$ cat config.mk
export PLATFORM = sky130hd
export DESIGN_NAME = websocket_frame_encoder
export DESIGN_NICKNAME = d
export VERILOG_FILES = /design/src/rtl/wsfe_pkg.sv /design/src/rtl/wsfe_front.sv /design/src/rtl/wsfe_queue.sv /design/src/rtl/wsfe_back.sv /design/src/rtl/websocket_frame_encoder.sv
export SDC_FILE = /design/constraint.sdc
export NUM_CORES = 1
export LEC_CHECK = 0
export ABC_AREA = 0
export BUFFER_PORTS_ARGS = -buffer_cell sky130_fd_sc_hd__buf_4
export CAP_MARGIN = 10
export CORE_MARGIN = 5
export CORE_UTILIZATION = 50
export CTS_BUF_LIST = sky130_fd_sc_hd__clkbuf_4 sky130_fd_sc_hd__clkbuf_8 sky130_fd_sc_hd__clkbuf_16
export DETAILED_ROUTE_END_ITERATION = 6
export GPL_TIMING_DRIVEN = 0
export HOLD_SLACK_MARGIN = 0.15
export PLACE_DENSITY = 0.78
export SYNTH_ARGS = -nofsm -noshare
export SYNTH_HDL_FRONTEND = slang
export SYNTH_SLANG_ARGS = --single-unit
$ cat constraint.sdc
create_clock -name clock -period 9.6 [get_ports clock]
set_input_delay 1.44 -clock clock [delete_from_list [all_inputs] [get_ports clock]]
set_output_delay 1.44 -clock clock [all_outputs]
set_load 0.1 [all_outputs]
$ cat src/rtl/wsfe_pkg.sv
// Shared types and constants for the WebSocket frame encoder.
// Used by wsfe_front, wsfe_queue, wsfe_back and websocket_frame_encoder.
// No dependencies.
package wsfe_pkg;

   // Item kinds on the request channel.
   localparam logic MODE_HEADER = 1'b0;
   localparam logic MODE_DATA   = 1'b1;

   // Length codes placed in header byte one for extended lengths.
   localparam logic [6:0] LEN_CODE_TWO   = 7'd126;
   localparam logic [6:0] LEN_CODE_EIGHT = 7'd127;

   // Queue between the front and back ends; depth must be a power of two.
   localparam int QUEUE_DEPTH = 4;
   localparam int QPTR_W      = $clog2(QUEUE_DEPTH);
   localparam int QCNT_W      = $clog2(QUEUE_DEPTH + 1);

   // Form of the extended length field.
   typedef enum logic [1:0] {
      EXT_NONE  = 2'b00,
      EXT_TWO   = 2'b01,
      EXT_EIGHT = 2'b10
   } ext_type;

   // One queued work unit: either a full header or one finished payload byte.
   typedef struct packed {
      logic        is_header;
      logic [7:0]  first_byte;   // header byte zero, or the masked payload byte
      logic        last;         // data: ends the frame; header: empty payload
      logic        masked;
      logic [6:0]  len_code;
      ext_type     ext;
      logic [31:0] mask_key;
      logic [62:0] length;
   } entry_type;

endpackage

$ cat src/rtl/wsfe_front.sv
// Front end of the WebSocket frame encoder: accepts request transactions,
// classifies headers, tracks the open frame and masks payload bytes.
// Depends on wsfe_pkg.
module wsfe_front (
   input  logic                 clock,
   input  logic                 reset,
   input  logic                 req_valid,
   output logic                 req_stall,
   input  logic                 req_mode,
   input  logic                 req_final_flag,
   input  logic [2:0]           req_reserved_bits,
   input  logic [3:0]           req_opcode,
   input  logic                 req_masked,
   input  logic [31:0]          req_mask_key,
   input  logic [62:0]          req_payload_length,
   input  logic [7:0]           req_data_byte,
   input  logic                 queue_full,
   output logic                 push,
   output wsfe_pkg::entry_type  push_entry
);

   logic        frame_open_ff, frame_open_in;
   logic        mask_enable_ff, mask_enable_in;
   logic [31:0] mask_ff, mask_in;
   logic [62:0] remaining_ff, remaining_in;
   logic [1:0]  phase_ff, phase_in;

   logic        accept;
   logic        is_hdr;
   logic        len_zero;
   logic [7:0]  key_byte;
   logic        data_last;

   assign req_stall = queue_full;
   assign accept    = req_valid && !queue_full;
   assign is_hdr    = (req_mode == wsfe_pkg::MODE_HEADER);
   assign len_zero  = (req_payload_length == 63'd0);
   assign data_last = (remaining_ff == 63'd1);

   // Mask byte for the current payload position, most significant first.
   always_comb begin
      unique case (phase_ff)
         2'd0:    key_byte = mask_ff[31:24];
         2'd1:    key_byte = mask_ff[23:16];
         2'd2:    key_byte = mask_ff[15:8];
         default: key_byte = mask_ff[7:0];
      endcase
   end

   // Build the queue entry from the incoming transaction.
   always_comb begin
      push_entry           = '0;
      push_entry.is_header = is_hdr;
      push_entry.masked    = req_masked;
      push_entry.mask_key  = req_mask_key;
      push_entry.length    = req_payload_length;
      if (is_hdr) begin
         push_entry.first_byte = {req_final_flag, req_reserved_bits, req_opcode};
         push_entry.last       = len_zero;
         if (req_payload_length < 63'd126) begin
            push_entry.len_code = req_payload_length[6:0];
            push_entry.ext      = wsfe_pkg::EXT_NONE;
         end else if (req_payload_length[62:16] == 47'd0) begin
            push_entry.len_code = wsfe_pkg::LEN_CODE_TWO;
            push_entry.ext      = wsfe_pkg::EXT_TWO;
         end else begin
            push_entry.len_code = wsfe_pkg::LEN_CODE_EIGHT;
            push_entry.ext      = wsfe_pkg::EXT_EIGHT;
         end
      end else begin
         push_entry.first_byte = req_data_byte ^ (mask_enable_ff ? key_byte : 8'd0);
         push_entry.last       = data_last;
      end
   end

   // Data arriving with no open frame is consumed without a result.
   assign push = accept && (is_hdr || frame_open_ff);

   // Frame state update.
   always_comb begin
      frame_open_in  = frame_open_ff;
      mask_enable_in = mask_enable_ff;
      mask_in        = mask_ff;
      remaining_in   = remaining_ff;
      phase_in       = phase_ff;
      if (accept && is_hdr) begin
         frame_open_in  = !len_zero;
         mask_enable_in = req_masked;
         mask_in        = req_mask_key;
         remaining_in   = req_payload_length;
         phase_in       = 2'd0;
      end else if (accept && frame_open_ff) begin
         frame_open_in = !data_last;
         remaining_in  = remaining_ff - 63'd1;
         phase_in      = phase_ff + 2'd1;
      end
   end

   always_ff @(posedge clock) begin
      if (reset) begin
         frame_open_ff  <= 1'b0;
         mask_enable_ff <= 1'b0;
         mask_ff        <= '0;
         remaining_ff   <= '0;
         phase_ff       <= '0;
      end else begin
         frame_open_ff  <= frame_open_in;
         mask_enable_ff <= mask_enable_in;
         mask_ff        <= mask_in;
         remaining_ff   <= remaining_in;
         phase_ff       <= phase_in;
      end
   end

`ifndef SYNTHESIS
   // An open frame always has payload bytes left to carry.
   a_open_has_bytes: assert property (@(posedge clock) disable iff (reset)
      frame_open_ff |-> (remaining_ff != 63'd0))
      else $error("frame open with no bytes remaining");

   // Nothing is pushed into a full queue.
   a_no_push_full: assert property (@(posedge clock) disable iff (reset)
      push |-> !queue_full)
      else $error("push into full queue");

   // A header with empty payload leaves no frame open.
   a_empty_closes: assert property (@(posedge clock) disable iff (reset)
      (accept && is_hdr && len_zero) |=> !frame_open_ff)
      else $error("empty frame left open");
`endif

endmodule

$ cat src/rtl/wsfe_queue.sv
// Short register queue that decouples the front end from the serializer.
// Depends on wsfe_pkg.
module wsfe_queue (
   input  logic                 clock,
   input  logic                 reset,
   input  logic                 push,
   input  wsfe_pkg::entry_type  push_entry,
   input  logic                 pop,
   output logic                 full,
   output logic                 head_valid,
   output wsfe_pkg::entry_type  head_entry
);

   wsfe_pkg::entry_type                 storage_ff [wsfe_pkg::QUEUE_DEPTH];
   logic [wsfe_pkg::QPTR_W-1:0]         wr_ptr_ff, wr_ptr_in;
   logic [wsfe_pkg::QPTR_W-1:0]         rd_ptr_ff, rd_ptr_in;
   logic [wsfe_pkg::QCNT_W-1:0]         count_ff, count_in;

   assign full       = (count_ff == wsfe_pkg::QCNT_W'(wsfe_pkg::QUEUE_DEPTH));
   assign head_valid = (count_ff != '0);
   assign head_entry = storage_ff[rd_ptr_ff];

   // Pointer and occupancy bookkeeping.
   always_comb begin
      wr_ptr_in = push ? wr_ptr_ff + wsfe_pkg::QPTR_W'(1) : wr_ptr_ff;
      rd_ptr_in = pop  ? rd_ptr_ff + wsfe_pkg::QPTR_W'(1) : rd_ptr_ff;
      count_in  = count_ff;
      if (push && !pop) begin
         count_in = count_ff + wsfe_pkg::QCNT_W'(1);
      end else if (pop && !push) begin
         count_in = count_ff - wsfe_pkg::QCNT_W'(1);
      end
   end

   always_ff @(posedge clock) begin
      if (reset) begin
         wr_ptr_ff <= '0;
         rd_ptr_ff <= '0;
         count_ff  <= '0;
      end else begin
         wr_ptr_ff <= wr_ptr_in;
         rd_ptr_ff <= rd_ptr_in;
         count_ff  <= count_in;
      end
   end

   // Entry storage carries no reset.
   always_ff @(posedge clock) begin
      if (push) begin
         storage_ff[wr_ptr_ff] <= push_entry;
      end
   end

endmodule

$ cat src/rtl/wsfe_back.sv
// Back end of the WebSocket frame encoder: expands queued headers into
// bytes, passes payload bytes through, and holds the response register.
// Depends on wsfe_pkg.
module wsfe_back (
   input  logic                 clock,
   input  logic                 reset,
   input  logic                 head_valid,
   input  wsfe_pkg::entry_type  head_entry,
   output logic                 pop,
   output logic                 rsp_valid,
   input  logic                 rsp_stall,
   output logic [7:0]           rsp_out_byte,
   output logic                 rsp_frame_end
);

   logic [3:0]  step_ff, step_in;
   logic        rsp_valid_ff, rsp_valid_in;
   logic [7:0]  out_byte_ff;
   logic        frame_end_ff;

   logic [3:0]  ext_n;
   logic [3:0]  last_step;
   logic [63:0] len_word;
   logic [2:0]  len_idx;
   logic [1:0]  key_idx;
   logic [7:0]  hdr_byte;
   logic [7:0]  emit_byte;
   logic        emit_end;
   logic        done;
   logic        load;

   // Size of the extended length field.
   always_comb begin
      unique case (head_entry.ext)
         wsfe_pkg::EXT_TWO:   ext_n = 4'd2;
         wsfe_pkg::EXT_EIGHT: ext_n = 4'd8;
         default:             ext_n = 4'd0;
      endcase
   end

   assign last_step = 4'd1 + ext_n + (head_entry.masked ? 4'd4 : 4'd0);
   assign len_word  = {1'b0, head_entry.length};
   assign len_idx   = 3'(ext_n + 4'd1 - step_ff);
   assign key_idx   = 2'(step_ff - 4'd2 - ext_n);

   // Header byte at the current step: byte zero, byte one, length, key.
   always_comb begin
      if (step_ff == 4'd0) begin
         hdr_byte = head_entry.first_byte;
      end else if (step_ff == 4'd1) begin
         hdr_byte = {head_entry.masked, head_entry.len_code};
      end else if (step_ff < 4'd2 + ext_n) begin
         hdr_byte = len_word[{len_idx, 3'b000} +: 8];
      end else begin
         hdr_byte = head_entry.mask_key[{~key_idx, 3'b000} +: 8];
      end
   end

   assign done      = !head_entry.is_header || (step_ff == last_step);
   assign emit_byte = head_entry.is_header ? hdr_byte : head_entry.first_byte;
   assign emit_end  = head_entry.is_header ? (head_entry.last && done) : head_entry.last;

   // Output register takes a new byte whenever it is empty or draining.
   assign load = head_valid && (!rsp_valid_ff || !rsp_stall);
   assign pop  = load && done;

   always_comb begin
      step_in      = step_ff;
      rsp_valid_in = rsp_valid_ff && rsp_stall;
      if (load) begin
         step_in      = done ? 4'd0 : step_ff + 4'd1;
         rsp_valid_in = 1'b1;
      end
   end

   always_ff @(posedge clock) begin
      if (reset) begin
         step_ff      <= '0;
         rsp_valid_ff <= 1'b0;
      end else begin
         step_ff      <= step_in;
         rsp_valid_ff <= rsp_valid_in;
      end
   end

   always_ff @(posedge clock) begin
      if (load) begin
         out_byte_ff  <= emit_byte;
         frame_end_ff <= emit_end;
      end
   end

   assign rsp_valid     = rsp_valid_ff;
   assign rsp_out_byte  = out_byte_ff;
   assign rsp_frame_end = frame_end_ff;

`ifndef SYNTHESIS
   // The step counter never runs past the header length.
   a_step_bound: assert property (@(posedge clock) disable iff (reset)
      (head_valid && head_entry.is_header) |-> (step_ff <= last_step))
      else $error("header step out of range");

   // A header part way through expansion stays at the head of the queue.
   a_mid_header: assert property (@(posedge clock) disable iff (reset)
      (step_ff != 4'd0) |-> (head_valid && head_entry.is_header))
      else $error("step set without a header at the head");

   // Without a load the expansion position holds.
   a_step_hold: assert property (@(posedge clock) disable iff (reset)
      (head_valid && !load) |=> $stable(step_ff))
      else $error("step moved while stalled");
`endif

endmodule

$ cat src/rtl/websocket_frame_encoder.sv
// WebSocket frame encoder (RFC 6455 transmit framing), top level.
// Channels: req_* carries header transactions (req_mode 0) and payload
// byte transactions (req_mode 1); rsp_* delivers the frame one byte per
// transaction, with rsp_frame_end set on the last byte of each frame.
// A header produces 2 to 14 bytes: byte zero, byte one, a 2 or 8 byte
// big-endian extended length when needed, then the mask key when masked.
// Each payload byte produces one byte, XORed with the mask when masked.
// Payload bytes with no open frame are consumed and produce nothing.
// With nothing queued ahead, an accepted transaction is first written into
// the queue, and its first byte then passes through the output register
// onto rsp. Payload bytes sustain one per cycle while rsp_stall is low.
// A header holds the serializer until all of its bytes are out; a
// four-entry queue between the front and the serializer absorbs requests meanwhile.
// req_stall is high while that queue is full.
// Reset (synchronous) empties the queue and the output register and
// closes any open frame. While rsp_stall is high the output byte holds,
// the queue fills, and then req_stall rises.
// Depends on wsfe_pkg, wsfe_front, wsfe_queue and wsfe_back.
module websocket_frame_encoder (
   input  logic        clock,
   input  logic        reset,
   input  logic        req_valid,
   output logic        req_stall,
   input  logic        req_mode,
   input  logic        req_final_flag,
   input  logic [2:0]  req_reserved_bits,
   input  logic [3:0]  req_opcode,
   input  logic        req_masked,
   input  logic [31:0] req_mask_key,
   input  logic [62:0] req_payload_length,
   input  logic [7:0]  req_data_byte,
   output logic        rsp_valid,
   input  logic        rsp_stall,
   output logic [7:0]  rsp_out_byte,
   output logic        rsp_frame_end
);

   logic                queue_full;
   logic                push;
   wsfe_pkg::entry_type push_entry;
   logic                pop;
   logic                head_valid;
   wsfe_pkg::entry_type head_entry;

   // Front end: accept, classify and mask.
   wsfe_front u_front (
      .clock              (clock),
      .reset              (reset),
      .req_valid          (req_valid),
      .req_stall          (req_stall),
      .req_mode           (req_mode),
      .req_final_flag     (req_final_flag),
      .req_reserved_bits  (req_reserved_bits),
      .req_opcode         (req_opcode),
      .req_masked         (req_masked),
      .req_mask_key       (req_mask_key),
      .req_payload_length (req_payload_length),
      .req_data_byte      (req_data_byte),
      .queue_full         (queue_full),
      .push               (push),
      .push_entry         (push_entry)
   );

   // Decoupling queue.
   wsfe_queue u_queue (
      .clock      (clock),
      .reset      (reset),
      .push       (push),
      .push_entry (push_entry),
      .pop        (pop),
      .full       (queue_full),
      .head_valid (head_valid),
      .head_entry (head_entry)
   );

   // Serializer and response register.
   wsfe_back u_back (
      .clock         (clock),
      .reset         (reset),
      .head_valid    (head_valid),
      .head_entry    (head_entry),
      .pop           (pop),
      .rsp_valid     (rsp_valid),
      .rsp_stall     (rsp_stall),
      .rsp_out_byte  (rsp_out_byte),
      .rsp_frame_end (rsp_frame_end)
   );

endmodule

==> qor.yml <==
power_and_ir_drop:
  p_leak_nw: 9.18
  power-per-cell-area_mw_per_mm2: 260
  ir_worst_vdd_mv: 0.157
hold_path:
  whs_path_depth: 2
  hold_path.class: "reg2reg"
  min-delay-start: "u_front.mask_ff[10]"
  hold_end: "u_front.mask_ff[10]"
clock_network:
  cts_max_level: 2
  root_buffer: "clkbuf_16"
  cts-resized-gates: 0
  cts_buffers: 57
  clk_pin_slew_ns: 0.06
  cts_setup_buffers: 0
  clock-sinks: 582
  hold_buffers: 0
  cts_tree: "built"
  cts_max_path_buffers: 3
  clk-insertion-delay-late_ns: 0.61
critical_path:
  cp_max_fo: 10
  required_ns: 10.02
  worst-r2r-setup-slack_ns: 2.40
  endpoint_kind: "flip-flop"
  regToRegEndpoint: "u_back.rsp_out_byte[4]"
  reg2regPathDepth: 15
  crit_type: "reg2reg"
  arrival_ns: 7.62
  worstSetupStartpointType: "flip-flop"
timing:
  clock_skew_ns: 0.0335
  fin_crit_ns: 7.20
  timing.final.crit_share_pct: 75.0
  finalHoldWorstSlack_ns: 0.464
  rsz0062_at_grt: "false"
  finalSetupViolations: 0
  relSlewSlack_pct: 11.7
  tns_ns: 0
  worst_slew_pin_slew_ns: 1.32
  report.final.hold_viol_count: 0
  max_freq_mhz: 139
  final_max_slew_viol_count: 0
place:
  io_buffers: 126
  hpwl_mm: 50.5
  routabilityCongestion: 0.974
yosys:
  ys_ff_latch: 582
  synth_nets: 1808
  syn_inst: 1671
  synth_edf_count: 469
  syn_area_mm2: 0.0244
  yosys_warnings: 0
  syn_area_per_cell_um2: 14.6
  ys_seq_area_share_pct: 66.9
  synth-async-reset-ratio_pct: 0
  ys_types: 74
  synth_flop_cell: "edfxtp_1"
global_routing:
  grt-ovfl-total: 0
  grt_max_degree: 62
  grt_pass1_vias: 16600
  grt_pass1_wl_mm: 108
  antenna_found_initial: 3
  grt.total_usage_pct: 27.3
floorplan:
  start_util_pct: 50.2
  dieHeight_um: 231
  top_level_ports: 128
  die_area_mm2: 0.0534
  rows: 81
  die_x_um: 231
  core_mm2: 0.0486
final_layout:
  layout-drive-gt1-share_pct: 20.5
  area_delta_synth_final_pct: 15.7
  fin_nets: 2002
  final_cell_mix: "edfxtp_1 (469), nand2_1 (160), buf_4 (127), dfxtp_1 (113), mux4_2 (96)"
  final_common_cell: "edfxtp_1"
  fillers: 3680
detailed_routing:
  drt_first_iter_violations: 2262
  dr.pass1.iters: 6
  totalWireLength_mm: 74.0
  ant_nets: 0
  routedWlPerCell_um: 29.1
  via_per_inst: 6.62
  drc: 0
  num_vias: 16800
job:
  cap_viol_max_count: 0
outcome:
  outcome: "finished, final reports clean"
[through the flow]
step	utilization (%)	setup slack (ns)	total power, mW	std cells	instance area [um^2]
4_1_cts	58.1	2.63	7.33	2533	28300
5_1_grt	58.1	2.34	7.58	2536	28300
6_report	58.1	2.40	7.36	2538	28300
2_1_floorplan	-	4.44	4.37	1671	24400
3_5_place_dp	54.2	2.71	5.10	2428	26400
3_3_place_gp	53.7	2.05	5.06	2419	26100
[cell families after synthesis]
family                   after synthesis  synth area share (%)
buffers and inverters                119                  2.00
AO/OA/AOI/OAI                        304                  8.11
AND/OR/NAND/NOR                      454                  9.34
multiplexers                         146                  10.9
adder cells (fa/ha/maj)               20                  1.06
flip-flops                           582                  66.9
XOR/XNOR                              46                  1.65
[flip-flops by register name (all words and copies together) (netlist names), named ones only]
register,count
u_front.mask_ff,32
u_back.rsp_out_byte,8
u_front.remaining_ff,63
u_queue.storage_ff,460
u_queue.count_ff,3
u_front.frame_open_ff,1
u_queue.rd_ptr_ff,2
u_back.rsp_valid,1
u_front.phase_ff,2
u_front.mask_enable_ff,1
u_back.step_ff,4
u_queue.wr_ptr_ff,2
u_back.rsp_frame_end,1
[metal layers]
layer	share of wire, %	track usage (%)
met4	5.1	11.1
met3	12	5.96
met5	0	0
met2	47	44.0
met1	36	36.4
[critical path, stage by stage, from the launching register on]
cell      delay, ns
dfxtp_1        0.31
buf_2          0.21
buf_2          0.42
buf_2          0.41
clkbuf_1       0.69
mux4_2         0.45
nand2b_1       0.25
ha_1           0.31
clkbuf_1       0.57
buf_1          0.72
clkbuf_1       0.78
mux4_2         0.37
mux2i_1        0.08
o21ai_0        0.80
nand3_1        0.30
a21oi_1        0.32
[Yosys cell counts (15+ instances only)]
master / instances / area, um^2
mux4_2: 96 / 2160
ha_1: 19 / 238
nor2_1: 89 / 334
a211oi_1: 15 / 113
xnor2_1: 18 / 158
mux2i_1: 47 / 470
inv_1: 21 / 78.8
nor3_1: 30 / 150
a22oi_1: 39 / 293
nand2_1: 160 / 601
o21ai_0: 41 / 205
a21oi_1: 94 / 470
buf_2: 24 / 120
xor2_1: 28 / 245
o22ai_1: 27 / 169
dfxtp_1: 113 / 2260
edfxtp_1: 469 / 14100
a31oi_1: 17 / 106
nand4_1: 15 / 93.8
clkbuf_1: 63 / 236
nand3_1: 35 / 175
nor4_1: 33 / 206
[final cells by class]
type | count | area [um^2] | area share, %
Buffer | 97 | 405 | 1.43
Sequential cell | 582 | 16300 | 57.8
Clock inverter | 30 | 303 | 1.07
Inverter | 22 | 82.6 | 0.292
Multi-Input combinational cell | 970 | 7600 | 26.9
Clock buffer | 75 | 1590 | 5.64
Timing Repair Buffer | 135 | 1140 | 4.05
Antenna cell | 5 | 12.5 | 0.0443
Tap cell | 622 | 778 | 2.75
[worst max-delay path by stage]
stage	start	end
6_report	flip-flop	u_back.rsp_out_byte[4]
4_1_cts	flip-flop	u_back.rsp_out_byte[4]
3_5_place_dp	flip-flop	u_back.rsp_out_byte[4]
3_3_place_gp	req_mode	u_queue.storage_ff[1][33]
2_1_floorplan	req_mode	u_queue.storage_ff[0][0]
5_1_grt	flip-flop	u_back.rsp_out_byte[4]
[power breakdown]
part	internal (mW)	total, mW	switching (mW)
Sequential	2.95	3.05	0.102
Clock	1.29	2.25	0.965
Combinational	0.702	2.06	1.36
Total	4.93	7.36	2.42
(Power assumes the default switching activity.)
